$ cat src/rtl/core/cnsl_pkg.sv
// Shared types and constants of the text console writer.
`default_nettype none

package cnsl_pkg;

	localparam int COLUMNS = 80;
	localparam int ROWS = 25;
	localparam int CELLS = ROWS * COLUMNS;

	localparam int ROW_W = $clog2(ROWS);
	localparam int COL_W = $clog2(COLUMNS);
	localparam int ADDR_W = $clog2(CELLS);
	localparam int IDX_W = 11;
	localparam int CELL_W = 16;

	localparam int DIV_SHIFT = IDX_W + 8;
	localparam int DIV_RECIP = (2 ** DIV_SHIFT) / COLUMNS;
	localparam int PROD_W = IDX_W + DIV_SHIFT;

	localparam int QUEUE_DEPTH = 2;
	localparam int QPTR_W = $clog2(QUEUE_DEPTH);

	localparam int PADDR_W = 3;
	localparam logic REG_TEXT_ATTR = 1'b0;

	localparam logic [7:0] CH_NEWLINE = 8'd10;
	localparam logic [7:0] CH_BACKSPACE = 8'd8;
	localparam logic [7:0] CH_SPACE = 8'd32;
	localparam logic [7:0] ATTR_RESET = 8'h07;

	typedef enum logic [1:0] {
		CMD_READ,
		CMD_GLYPH,
		CMD_NEWLINE,
		CMD_BACKSPACE
	} cmd_kind_t;

	typedef struct packed {
		cmd_kind_t        kind;
		logic [7:0]       glyph;
		logic [ROW_W-1:0] row;
		logic [COL_W-1:0] col;
		logic             in_range;
	} cmd_t;

	typedef enum logic [2:0] {
		S_CLEAR,
		S_IDLE,
		S_EXEC,
		S_BSWR,
		S_RDWAIT,
		S_BLANK
	} back_state_t;

	typedef struct packed {
		logic             mode;
		logic [7:0]       char_code;
		logic [IDX_W-1:0] cell_index;
	} in_item_t;

	typedef struct packed {
		logic [IDX_W-1:0] cursor_position;
		logic [7:0]       read_glyph;
		logic [7:0]       read_attribute;
		logic             did_scroll;
	} out_item_t;

endpackage

`default_nettype wire

$ cat src/rtl/core/cnsl_queue.sv
// Short command queue between front end and back end.
`default_nettype none

module cnsl_queue import cnsl_pkg::*; (
	input  wire logic clk,
	input  wire logic arst_n,
	input  wire logic push,
	input  wire cmd_t push_cmd,
	input  wire logic pop,
	output cmd_t      head,
	output logic      full,
	output logic      empty
);

	cmd_t              entry_q [QUEUE_DEPTH];
	logic [QPTR_W-1:0] wr_ptr_q;
	logic [QPTR_W-1:0] rd_ptr_q;
	logic [QPTR_W:0]   count_q;

	always_ff @(posedge clk or negedge arst_n) begin
		if (!arst_n) begin
			wr_ptr_q <= '0;
			rd_ptr_q <= '0;
			count_q <= '0;
		end else begin
			if (push) begin
				wr_ptr_q <= wr_ptr_q + QPTR_W'(1);
			end
			if (pop) begin
				rd_ptr_q <= rd_ptr_q + QPTR_W'(1);
			end
			if (push && !pop) begin
				count_q <= count_q + (QPTR_W+1)'(1);
			end else if (pop && !push) begin
				count_q <= count_q - (QPTR_W+1)'(1);
			end
		end
	end

	always_ff @(posedge clk) begin
		if (push) begin
			entry_q[wr_ptr_q] <= push_cmd;
		end
	end

	assign head = entry_q[rd_ptr_q];
	assign full = count_q == (QPTR_W+1)'(QUEUE_DEPTH);
	assign empty = count_q == '0;

endmodule

`default_nettype wire

$ cat config.mk
export PLATFORM = sky130hd
export DESIGN_NAME = cnsl_queue
export DESIGN_NICKNAME = d
export VERILOG_FILES = /design/src/rtl/core/cnsl_pkg.sv /design/src/rtl/core/cnsl_queue.sv
export SDC_FILE = /design/constraint.sdc
export NUM_CORES = 1
export LEC_CHECK = 0
export ABC_AREA = 1
export BUFFER_PORTS_ARGS = -buffer_cell sky130_fd_sc_hd__buf_2
export CAP_MARGIN = 20
export CORE_ASPECT_RATIO = 1.1
export CORE_MARGIN = 3
export CORE_UTILIZATION = 25
export CTS_BUF_LIST = sky130_fd_sc_hd__clkbuf_4
export CTS_CLUSTER_DIAMETER = 150
export DETAILED_ROUTE_END_ITERATION = 8
export SLEW_MARGIN = 5
export SYNTH_ARGS = -nofsm -noshare
export SYNTH_HDL_FRONTEND = slang
export SYNTH_SLANG_ARGS = --single-unit
$ cat constraint.sdc
create_clock -name clk -period 2.5 [get_ports clk]
set_clock_uncertainty 0.05 [all_clocks]
set_input_delay 0 -clock clk [delete_from_list [all_inputs] [get_ports clk]]
set_output_delay 0 -clock clk [all_outputs]
set_load 0.05 [all_outputs]
==> results.md <==
* Gr usage total at 8.13%
* Hold WC Path Type: in2reg
* Worst-path cell chain: buf_4 > mux2_2 > buf_2
* Clock-pin slew on the worst setup and hold paths at 0.16 ns
* Drt total wl at 3440 µm
* Syn Area/Cell at 20.3 µm²
* Crit-path max cell delay at 0.50 ns
* Synth async-reset ratio at 8.00%
* Layout cell share with drive strength beyond 1 at 47.0%
* Final nets at 210
* Peak supply drop at 0.595 mV
* Final critical-path share of the clock period at 75.8%
* Setup CP Type: reg2out
* Die height at 99.1 µm
* Status: completed
* Post-synth top area share at 70.1%
* Via count at 1074
* CP Data Required Time at 2.45 ns
* Final setup fails at 0
* Post-detailed-route count of antenna-violating nets at 0
* Critical Path Fanout Max at 20
* P per Cell Area at 1110 nW/µm²
* Clock power share at 12.4%
* Starting Density at 26.1%
* H-tree Lvls at 2
* DR iter-0 viols at 31
* Num CTS Buffers at 5
* Final HPWL DP at 2400 µm
* Clk Latency, worst-skew pair at 0.35 ns
* CTS tree: yes
* Leakage at 1.09 nW
* Internal power at 1.69 mW
* Synth unique cells at 14
* Post-Syn Nets at 125
* Antenna cells at 0
* First-pass GRT wire length at 5580 µm
* Min Hold Slack at 0.294 ns
* Die area at 8980 µm²
* Root Driver: clkbuf_4
* Slew Viols, Final at 0
* Worst-case clock buffer depth at 2
* Warnings, synthesis at 0
* Pin count of the biggest net entering global routing at 21
* Flop pwr share at 40.2%
* Finished Layout Cells at 288
* Worst setup SP type: flop
* Fmax at 528 MHz
* Vias in the first global route at 1116
* Number of clock sinks at 50
* Slew @ Worst Pin at 0.503 ns
* Die width at 90.6 µm
* Switch Pwr at 1.27 mW
* Fin. Hold Viols at 0
* Io pins at 52
* Post-synth EDFFs at 46
* CTS resizes at 0
* Top post-synthesis cells by count: edfxtp_1, mux2_4, inv_1
* GP Congestion at 0.655
* TNS Setup at 0 ns
* Ys flop type: edfxtp_1
* Combinational Power Share at 47.4%
* I/O Buffers at 51
* Initial antenna violation count at 0
* GRT overflow at 0
* Sw Ratio at 42.8%
* Vias per cell at 3.73
* Cell count after synthesis at 97
* Largest area contributor in the netlist: edfxtp_1
* Most common cell in the netlist: edfxtp_1
* Max_cap viols at 0
* Area contributors post-synth: edfxtp_1, mux2_4, dfrtp_1
* Post-route DRC at 0
* Sequential share of the synthesized area at 75.2%
* Power Total at 2.96 mW
* Post-Syn Area at 1970 µm²
* Area Growth Syn to Fin at 35.6%
* Final core occ at 35.4%
* CP max-delay cell: dfrtp_1
* Post-Place Cells at 253
* WL/cell at 12.0 µm
* Rel. slew slack at 66.5%
* Critical Path AT at 1.85 ns
* RSZ-0062 raised after global routing: no
* Drt first pass iters at 2
* Post-route minimum period at 1.90 ns
* Core ar. at 7560 µm²
* Rows at 33
* Synthesized flop and latch total at 50
* Crit. End Element: primary output
## power by group through the flow
stage	clock network (mW)	registers, mW	logic [mW]
after CTS	0.388	1.19	1.43
after detailed placement	0	1.21	1.39
after floorplan	0	1.18	1.21
after global routing	0.421	1.21	1.48
final	0.367	1.19	1.40
after global placement	0	1.21	1.39
## stage by stage
stage          setup WS (ns)  cell area, µm²
4_1_cts                0.540            2670
6_report               0.604            2670
3_3_place_gp            1.00            2340
5_1_grt                0.470            2670
2_1_floorplan          0.654            1970
3_5_place_dp           0.974            2340
## layout make-up
cell class / instances / area, µm²
clock buffers: 5 / 37.5
clock inverters: 3 / 21.3
fillers: 740 / 4880
inverters: 7 / 26.3
multi-input cells: 37 / 413
flip-flops and latches: 50 / 1480
well taps: 105 / 131
repair buffers: 81 / 561
## kinds of logic (layout without fill, tap and decap cells)
group / Yosys count / in the layout / share of synthesized area, %
flip-flops: 50 / 50 / 75.2
multiplexers: 23 / 23 / 16.8
AND/OR/NAND/NOR: 10 / 10 / 2.10
buffers and inverters: 10 / 96 / 3.94
XOR/XNOR: 3 / 3 / 1.33
adder cells (fa/ha/maj): 1 / 1 / 0.635
## routing by layer
layer / routed length [µm] / global-route usage (%) / vias up / share of wire (%)
met4: 39 / 2.47 / 0 / 1.1
met2: 1650 / 13.6 / 38 / 48
li1: - / - / 525 / -
met1: 1510 / 9.59 / 506 / 44
met5: 0 / 0 / - / 0
met3: 241 / 3.33 / 5 / 7.0
## sequential cells by signal (all words and copies together) (netlist names)
| register | cells |
|---|---|
| wr_ptr_q | 1 |
| count_q | 2 |
| rd_ptr_q | 1 |
| entry_q | 46 |
## timing repair
item	in CTS	in global routing
setup endpoints to repair	0	0
buffers inserted	0	0
endpoints found under the hold margin	53	0
hold buffers	27	0
## cells in the final DEF, fill, tap and decap left out
master,count
nor2_1,2
buf_2,51
buf_12,1
mux2_2,4
mux2_4,19
dfrtp_1,4
nand4_1,1
clkbuf_4,5
clkinv_4,1
xor2_1,2
nand2_1,5
nand3_1,1
buf_4,2
inv_1,7
nor2_2,1
ha_1,1
clkinv_2,1
dlygate4sd3_1,27
edfxtp_1,46
clkinvlp_4,1
xnor2_1,1
## final timing paths
path,start,end,slack (ns),cells past startpoint
max in group asynchronous,arst_n,wr_ptr_q$_DFFE_PN0P_,1.76,3
max,rd_ptr_q$_DFFE_PN0P_,head[7],0.60,3
max reg2reg,wr_ptr_q$_DFFE_PN0P_,entry_q[0][7]$_DFFE_PP_,1.07,2
min reg2reg,count_q[1]$_DFFE_PN0P_,count_q[1]$_DFFE_PN0P_,0.46,2
min,push_cmd[9],entry_q[0][9]$_DFFE_PP_,0.29,2
min in group asynchronous,arst_n,count_q[1]$_DFFE_PN0P_,0.47,3
## worst max-delay path: cells and delay by family, from the launching register on
kind,cells,cell delay (ns)
buf+inv,2,0.60
mux,1,0.39
flops,1,0.50
(Power assumes the default switching activity.)
