--- config.mk ---
export PLATFORM = sky130hd
export DESIGN_NAME = cnsl_front
export DESIGN_NICKNAME = d
export VERILOG_FILES = /design/src/rtl/core/cnsl_pkg.sv /design/src/rtl/core/cnsl_front.sv
export SDC_FILE = /design/constraint.sdc
export NUM_CORES = 1
export LEC_CHECK = 0
export BUFFER_PORTS_ARGS = -buffer_cell sky130_fd_sc_hd__buf_2
export CORE_AREA = 2 2 88 90
export CTS_BUF_LIST = sky130_fd_sc_hd__clkbuf_16
export CTS_CLUSTER_DIAMETER = 40
export DETAILED_ROUTE_END_ITERATION = 6
export DIE_AREA = 0 0 90 92
export GPL_TIMING_DRIVEN = 1
export PLACE_DENSITY = 0.72
export SLEW_MARGIN = 10
export SYNTH_ARGS = -nofsm -noshare
export SYNTH_HDL_FRONTEND = slang
export SYNTH_SLANG_ARGS = --single-unit
--- constraint.sdc ---
create_clock -name clk -period 2.9 [get_ports clk]
set_input_delay 0 -clock clk [delete_from_list [all_inputs] [get_ports clk]]
set_output_delay 0 -clock clk [all_outputs]
set_load 0.005 [all_outputs]
--- src/rtl/core/cnsl_pkg.sv ---
// Shared types and constants of the text console writer.
`default_nettype none

package cnsl_pkg;

	localparam int COLUMNS = 80;
	localparam int ROWS = 25;
	localparam int CELLS = ROWS * COLUMNS;

	localparam int ROW_W = $clog2(ROWS);
	localparam int COL_W = $clog2(COLUMNS);
	localparam int ADDR_W = $clog2(CELLS);
	localparam int IDX_W = 11;
	localparam int CELL_W = 16;

	localparam int DIV_SHIFT = IDX_W + 8;
	localparam int DIV_RECIP = (2 ** DIV_SHIFT) / COLUMNS;
	localparam int PROD_W = IDX_W + DIV_SHIFT;

	localparam int QUEUE_DEPTH = 2;
	localparam int QPTR_W = $clog2(QUEUE_DEPTH);

	localparam int PADDR_W = 3;
	localparam logic REG_TEXT_ATTR = 1'b0;

	localparam logic [7:0] CH_NEWLINE = 8'd10;
	localparam logic [7:0] CH_BACKSPACE = 8'd8;
	localparam logic [7:0] CH_SPACE = 8'd32;
	localparam logic [7:0] ATTR_RESET = 8'h07;

	typedef enum logic [1:0] {
		CMD_READ,
		CMD_GLYPH,
		CMD_NEWLINE,
		CMD_BACKSPACE
	} cmd_kind_t;

	typedef struct packed {
		cmd_kind_t        kind;
		logic [7:0]       glyph;
		logic [ROW_W-1:0] row;
		logic [COL_W-1:0] col;
		logic             in_range;
	} cmd_t;

	typedef enum logic [2:0] {
		S_CLEAR,
		S_IDLE,
		S_EXEC,
		S_BSWR,
		S_RDWAIT,
		S_BLANK
	} back_state_t;

	typedef struct packed {
		logic             mode;
		logic [7:0]       char_code;
		logic [IDX_W-1:0] cell_index;
	} in_item_t;

	typedef struct packed {
		logic [IDX_W-1:0] cursor_position;
		logic [7:0]       read_glyph;
		logic [7:0]       read_attribute;
		logic             did_scroll;
	} out_item_t;

endpackage

`default_nettype wire

--- src/rtl/core/cnsl_front.sv ---
// Front end: takes items, classifies them and splits read addresses into row and column.
`default_nettype none

module cnsl_front import cnsl_pkg::*; (
	input  wire logic     clk,
	input  wire logic     arst_n,
	input  wire logic     accept,
	input  wire in_item_t item,
	input  wire logic     q_full,
	output logic          push,
	output cmd_t          cmd,
	output logic          front_busy
);

	localparam int REM_W = 16;

	logic             v_s1;
	cmd_kind_t        kind_s1;
	logic [7:0]       glyph_s1;
	logic [IDX_W-1:0] idx_s1;
	logic [PROD_W-1:0] prod_s1;

	logic [IDX_W-1:0] q0;
	logic [REM_W-1:0] qc;
	logic [REM_W-1:0] rem;

	function automatic cmd_kind_t classify(input in_item_t it);
		cmd_kind_t k;
		if (it.mode) begin
			k = CMD_READ;
		end else if (it.char_code == CH_NEWLINE) begin
			k = CMD_NEWLINE;
		end else if (it.char_code == CH_BACKSPACE) begin
			k = CMD_BACKSPACE;
		end else begin
			k = CMD_GLYPH;
		end
		return k;
	endfunction

	always_ff @(posedge clk or negedge arst_n) begin
		if (!arst_n) begin
			v_s1 <= 1'b0;
		end else if (accept) begin
			v_s1 <= 1'b1;
		end else if (push) begin
			v_s1 <= 1'b0;
		end
	end

	always_ff @(posedge clk) begin
		if (accept) begin
			kind_s1 <= classify(item);
			glyph_s1 <= item.char_code;
			idx_s1 <= item.cell_index;
			prod_s1 <= PROD_W'(item.cell_index) * PROD_W'(DIV_RECIP);
		end
	end

	always_comb begin
		q0 = prod_s1[DIV_SHIFT +: IDX_W];
		qc = REM_W'(q0) * REM_W'(COLUMNS);
		rem = REM_W'(idx_s1) - qc;
		cmd.kind = kind_s1;
		cmd.glyph = glyph_s1;
		cmd.in_range = 32'(idx_s1) < 32'(CELLS);
		if (rem >= REM_W'(COLUMNS)) begin
			cmd.row = ROW_W'(q0 + IDX_W'(1));
			cmd.col = COL_W'(rem - REM_W'(COLUMNS));
		end else begin
			cmd.row = ROW_W'(q0);
			cmd.col = COL_W'(rem);
		end
	end

	assign push = v_s1 && !q_full;
	assign front_busy = v_s1;

endmodule

`default_nettype wire

==> run summary <==
The flow ran to the end, but the final reports show violations. The final reports fail on setup timing. The clock latency on the worst-skew pair came out at about 0.27 ns. The analysis attributes to cell leakage a power of around 2.6 nW.

The core region is between 7000 and 8000 um2. TritonCTS built the clock tree. The via count normalized by instance count came out at roughly 5.3. The final instance area came out at roughly 5200 um2. After floorplanning, the core was divided into 32 placement rows.

The accumulated negative setup slack is -7.71 ns. The number of detailed-route iterations in the first pass came out at 4. The first-pass GRT wire length is between 15 and 20 mm. By area the synthesized netlist is led by sky130_fd_sc_hd__ha_1, sky130_fd_sc_hd__edfxtp_1, sky130_fd_sc_hd__fa_1, sky130_fd_sc_hd__inv_1, sky130_fd_sc_hd__xor2_1. The die area came out at between 8000 and 9000 um2. The final cell count without fillers is 577. The root buffer cell is sky130_fd_sc_hd__clkbuf_16.

The largest total area in the synthesized netlist belongs to sky130_fd_sc_hd__ha_1. The tightest slew margin relative to the limit is between 50% and 60%. The number of synthesized flops with an enable pin is 26. The vias after detailed routing came out at 3,037. The transition time at the pin with the least slew margin is roughly 0.62 ns. The smallest clock period supported by the final layout is computed as approximately 3.8 ns.

The effective utilization at floorplan is about 47%. The via count of the first global-routing pass is between 3,000 and 4,000. Sequential elements use roughly 23% of the synthesized area. The global route total overflow came out at 0. The clock transition at the register clock pins on the worst setup and hold paths after CTS came out at about 0.080 ns. The final setup skew came out at 0 ns.

The routed wire length came out at roughly 9.6 mm. The area of placed instances came out at 4540 um2. The warning count from the yosys run came out at 0.

Max-cap violations in this run came to 0. The y dimension of the die is roughly 92 um. The post-synthesis net count is around 470. The count of nets left with antenna violations once routing finished came out at 0. The placed wire-length estimate after detailed placement is between 7 and 8 mm.

The flip-flop and latch count after synthesis is 27. The slack of the critical path is -0.887 ns. Among all cell types in the netlist, the one instantiated most often is sky130_fd_sc_hd__ha_1. The share of the synthesized area in the top cell type came out at 29.4%. The post-synth design cell area is 3540 um2.

The number of different library cells in the post-synthesis netlist came out at 48. At the end of routability-driven placement, the weighted congestion stood at 0.868. The worst-case vdd ir drop came out at around 0.71 mV. The number of buffers between clock root and the deepest sink came out at 2.

The post-synthesis area per instance came out at 10.6 um2. The total power density per cell area is ~1000 nW/um2. The most common flop cell mapped by yosys is sky130_fd_sc_hd__edfxtp_1. The number of clock sinks came out at 27. The number of diodes came out at 0.

STA classifies the critical path startpoint as an input pin. For the worst setup path, the data arrival time is a little under 4 ns. The sort of element at the end of the critical path is a flip-flop. The residual DRC count came out at 0. The number of failing hold endpoints at the final stage came out at 0.

The fraction of registers with async set/reset is 3.70%. The number of I/O port buffers came out at 48. The pin count of the biggest net entering global routing came out at 28.

Of the cells placed in the final design, the portion with a size suffix greater than 1 is 41.9%. Setup repair after global routing could not meet its margin everywhere. The class of the tightest hold or removal check is in -> reg.

The first-iteration detailed-routing DRC count came out at 109. In this run the number of H-tree levels came out at 1. 49 I/O pins were placed. The floorplan step set the die width to 90 um.

The worst-path maximum fanout came out at 4. The number of clock buffers added by TritonCTS is 3. The post-route clock period utilization came out at 131%. The final setup violation count came out at 13. From synthesis to final layout, the design area changed by 46.0%. The max-slew violation total from the final report is 0. Across every metal layer, demand over resource in global routing totals 23.2%. The critical path in this run is classified as in -> reg.

The per-cell routed wire length is roughly 17 um. The initial antenna violation count came out at 0. For this run, the share of the core covered by cells in the final layout is between 60 and 70%. The number of nets in the layout is a little over 600. The tightest hold path in the finished design has a slack of 0.0163 ns. In the synthesized netlist, the cells that appear most often are sky130_fd_sc_hd__ha_1, sky130_fd_sc_hd__inv_1, sky130_fd_sc_hd__fa_1. Synthesis produced a netlist whose cell count is 333. The worst path required time is ~3.0 ns. The number of cells in the design after placement came out at 550. Derived from the worst setup path, the maximum achievable clock frequency is ~260 MHz.
-- path summary, 6_finish.rpt --
path                       cells after the start  slack, ns          end  startpoint
max in group asynchronous                      2       2.79   front_busy      arst_n
min in group asynchronous                      2       0.03   front_busy      arst_n
min                                            2       0.02    idx_s1[3]     item[3]
max                                           16      -0.89  prod_s1[23]     item[3]
max reg2reg                                    1       2.23   front_busy  front_busy
min reg2reg                                    1       0.53   front_busy  front_busy
-- cells by family (layout without fill, tap and decap cells) --
family | after synthesis | in the layout | synth area share [%]
AO/OA/AOI/OAI | 57 | 57 | 11.0
XOR/XNOR | 17 | 17 | 4.21
adder cells (fa/ha/maj) | 111 | 111 | 45.2
buffers and inverters | 78 | 220 | 8.92
flip-flops | 27 | 27 | 22.8
multiplexers | 4 | 4 | 1.34
AND/OR/NAND/NOR | 39 | 39 | 6.55
-- report_power, final --
part	switching [mW]	internal (mW)	total (mW)	leakage [nW]
logic	2.07	2.27	4.35	2.30
registers	0.0465	0.506	0.553	0.265
clock network	0.143	0.188	0.331	0.0371
total	2.26	2.97	5.23	2.60
-- through the flow --
step | setup slack [ns] | power (mW)
after floorplan | -0.796 | 2.71
after global placement | -1.13 | 3.84
after detailed placement | -1.18 | 3.97
after CTS | -0.787 | 4.90
after global routing | -0.990 | 5.67
final | -0.887 | 5.23
-- critical path, cell delays in order --
cell	delay, ns
sky130_fd_sc_hd__buf_12	0.11
sky130_fd_sc_hd__inv_8	0.04
sky130_fd_sc_hd__ha_4	0.19
sky130_fd_sc_hd__fa_1	0.52
sky130_fd_sc_hd__inv_2	0.05
sky130_fd_sc_hd__fa_1	0.53
sky130_fd_sc_hd__fa_2	0.47
sky130_fd_sc_hd__ha_4	0.29
sky130_fd_sc_hd__ha_4	0.19
sky130_fd_sc_hd__a21o_1	0.20
sky130_fd_sc_hd__and2_4	0.14
sky130_fd_sc_hd__or4_1	0.46
sky130_fd_sc_hd__o211ai_1	0.12
sky130_fd_sc_hd__buf_4	0.17
sky130_fd_sc_hd__mux2_4	0.29
sky130_fd_sc_hd__o211ai_1	0.10
-- placed cells by master, fill, tap and decap left out, drive strengths merged, types with 4 or more instances in the layout --
master	instances
xor2	9
a21o	8
ha	83
a31oi	5
nor2	4
a21oi	13
edfxtp	26
nor2b	4
nand2	7
nand3	4
inv	73
xnor2	8
o211ai	4
a211o	4
fa	28
and3	4
buf	132
dlygate4sd3	11
o21ai	7
-- what timing repair did --
| item | 4_1_cts | 5_1_grt |
|---|---|---|
| setup endpoints to repair | 13 | 13 |
| buffers inserted | 8 | 4 |
| gates resized for setup | 56 | 18 |
| pin swaps | 30 | 21 |
| hold buffers | 11 | 0 |
| endpoints found under the hold margin | 11 | 0 |
| cloned | 0 | 0 |
-- per-layer routing --
metal,share of wire (%),track usage (%),up-vias
li1,-,-,1444
met5,0,0,-
met4,4.6,9.62,0
met2,53,43.7,85
met3,3.1,1.23,36
met1,39,27.7,1472
-- registers in the layout (all words and copies together) (netlist names) --
name / cells
front_busy: 1
idx_s1: 11
glyph_s1: 8
prod_s1: 5
kind_s1: 2
-- final cells by class --
type	instances	area (um2)
Clock buffer	3	75.1
Clock inverter	1	7.51
Timing Repair Buffer	143	1060
Tap cell	102	128
Inverter	73	294
Fill cell	529	2290
Sequential cell	27	806
Multi-Input combinational cell	228	2790
Note: power is estimated with default switching activity, not from simulation.
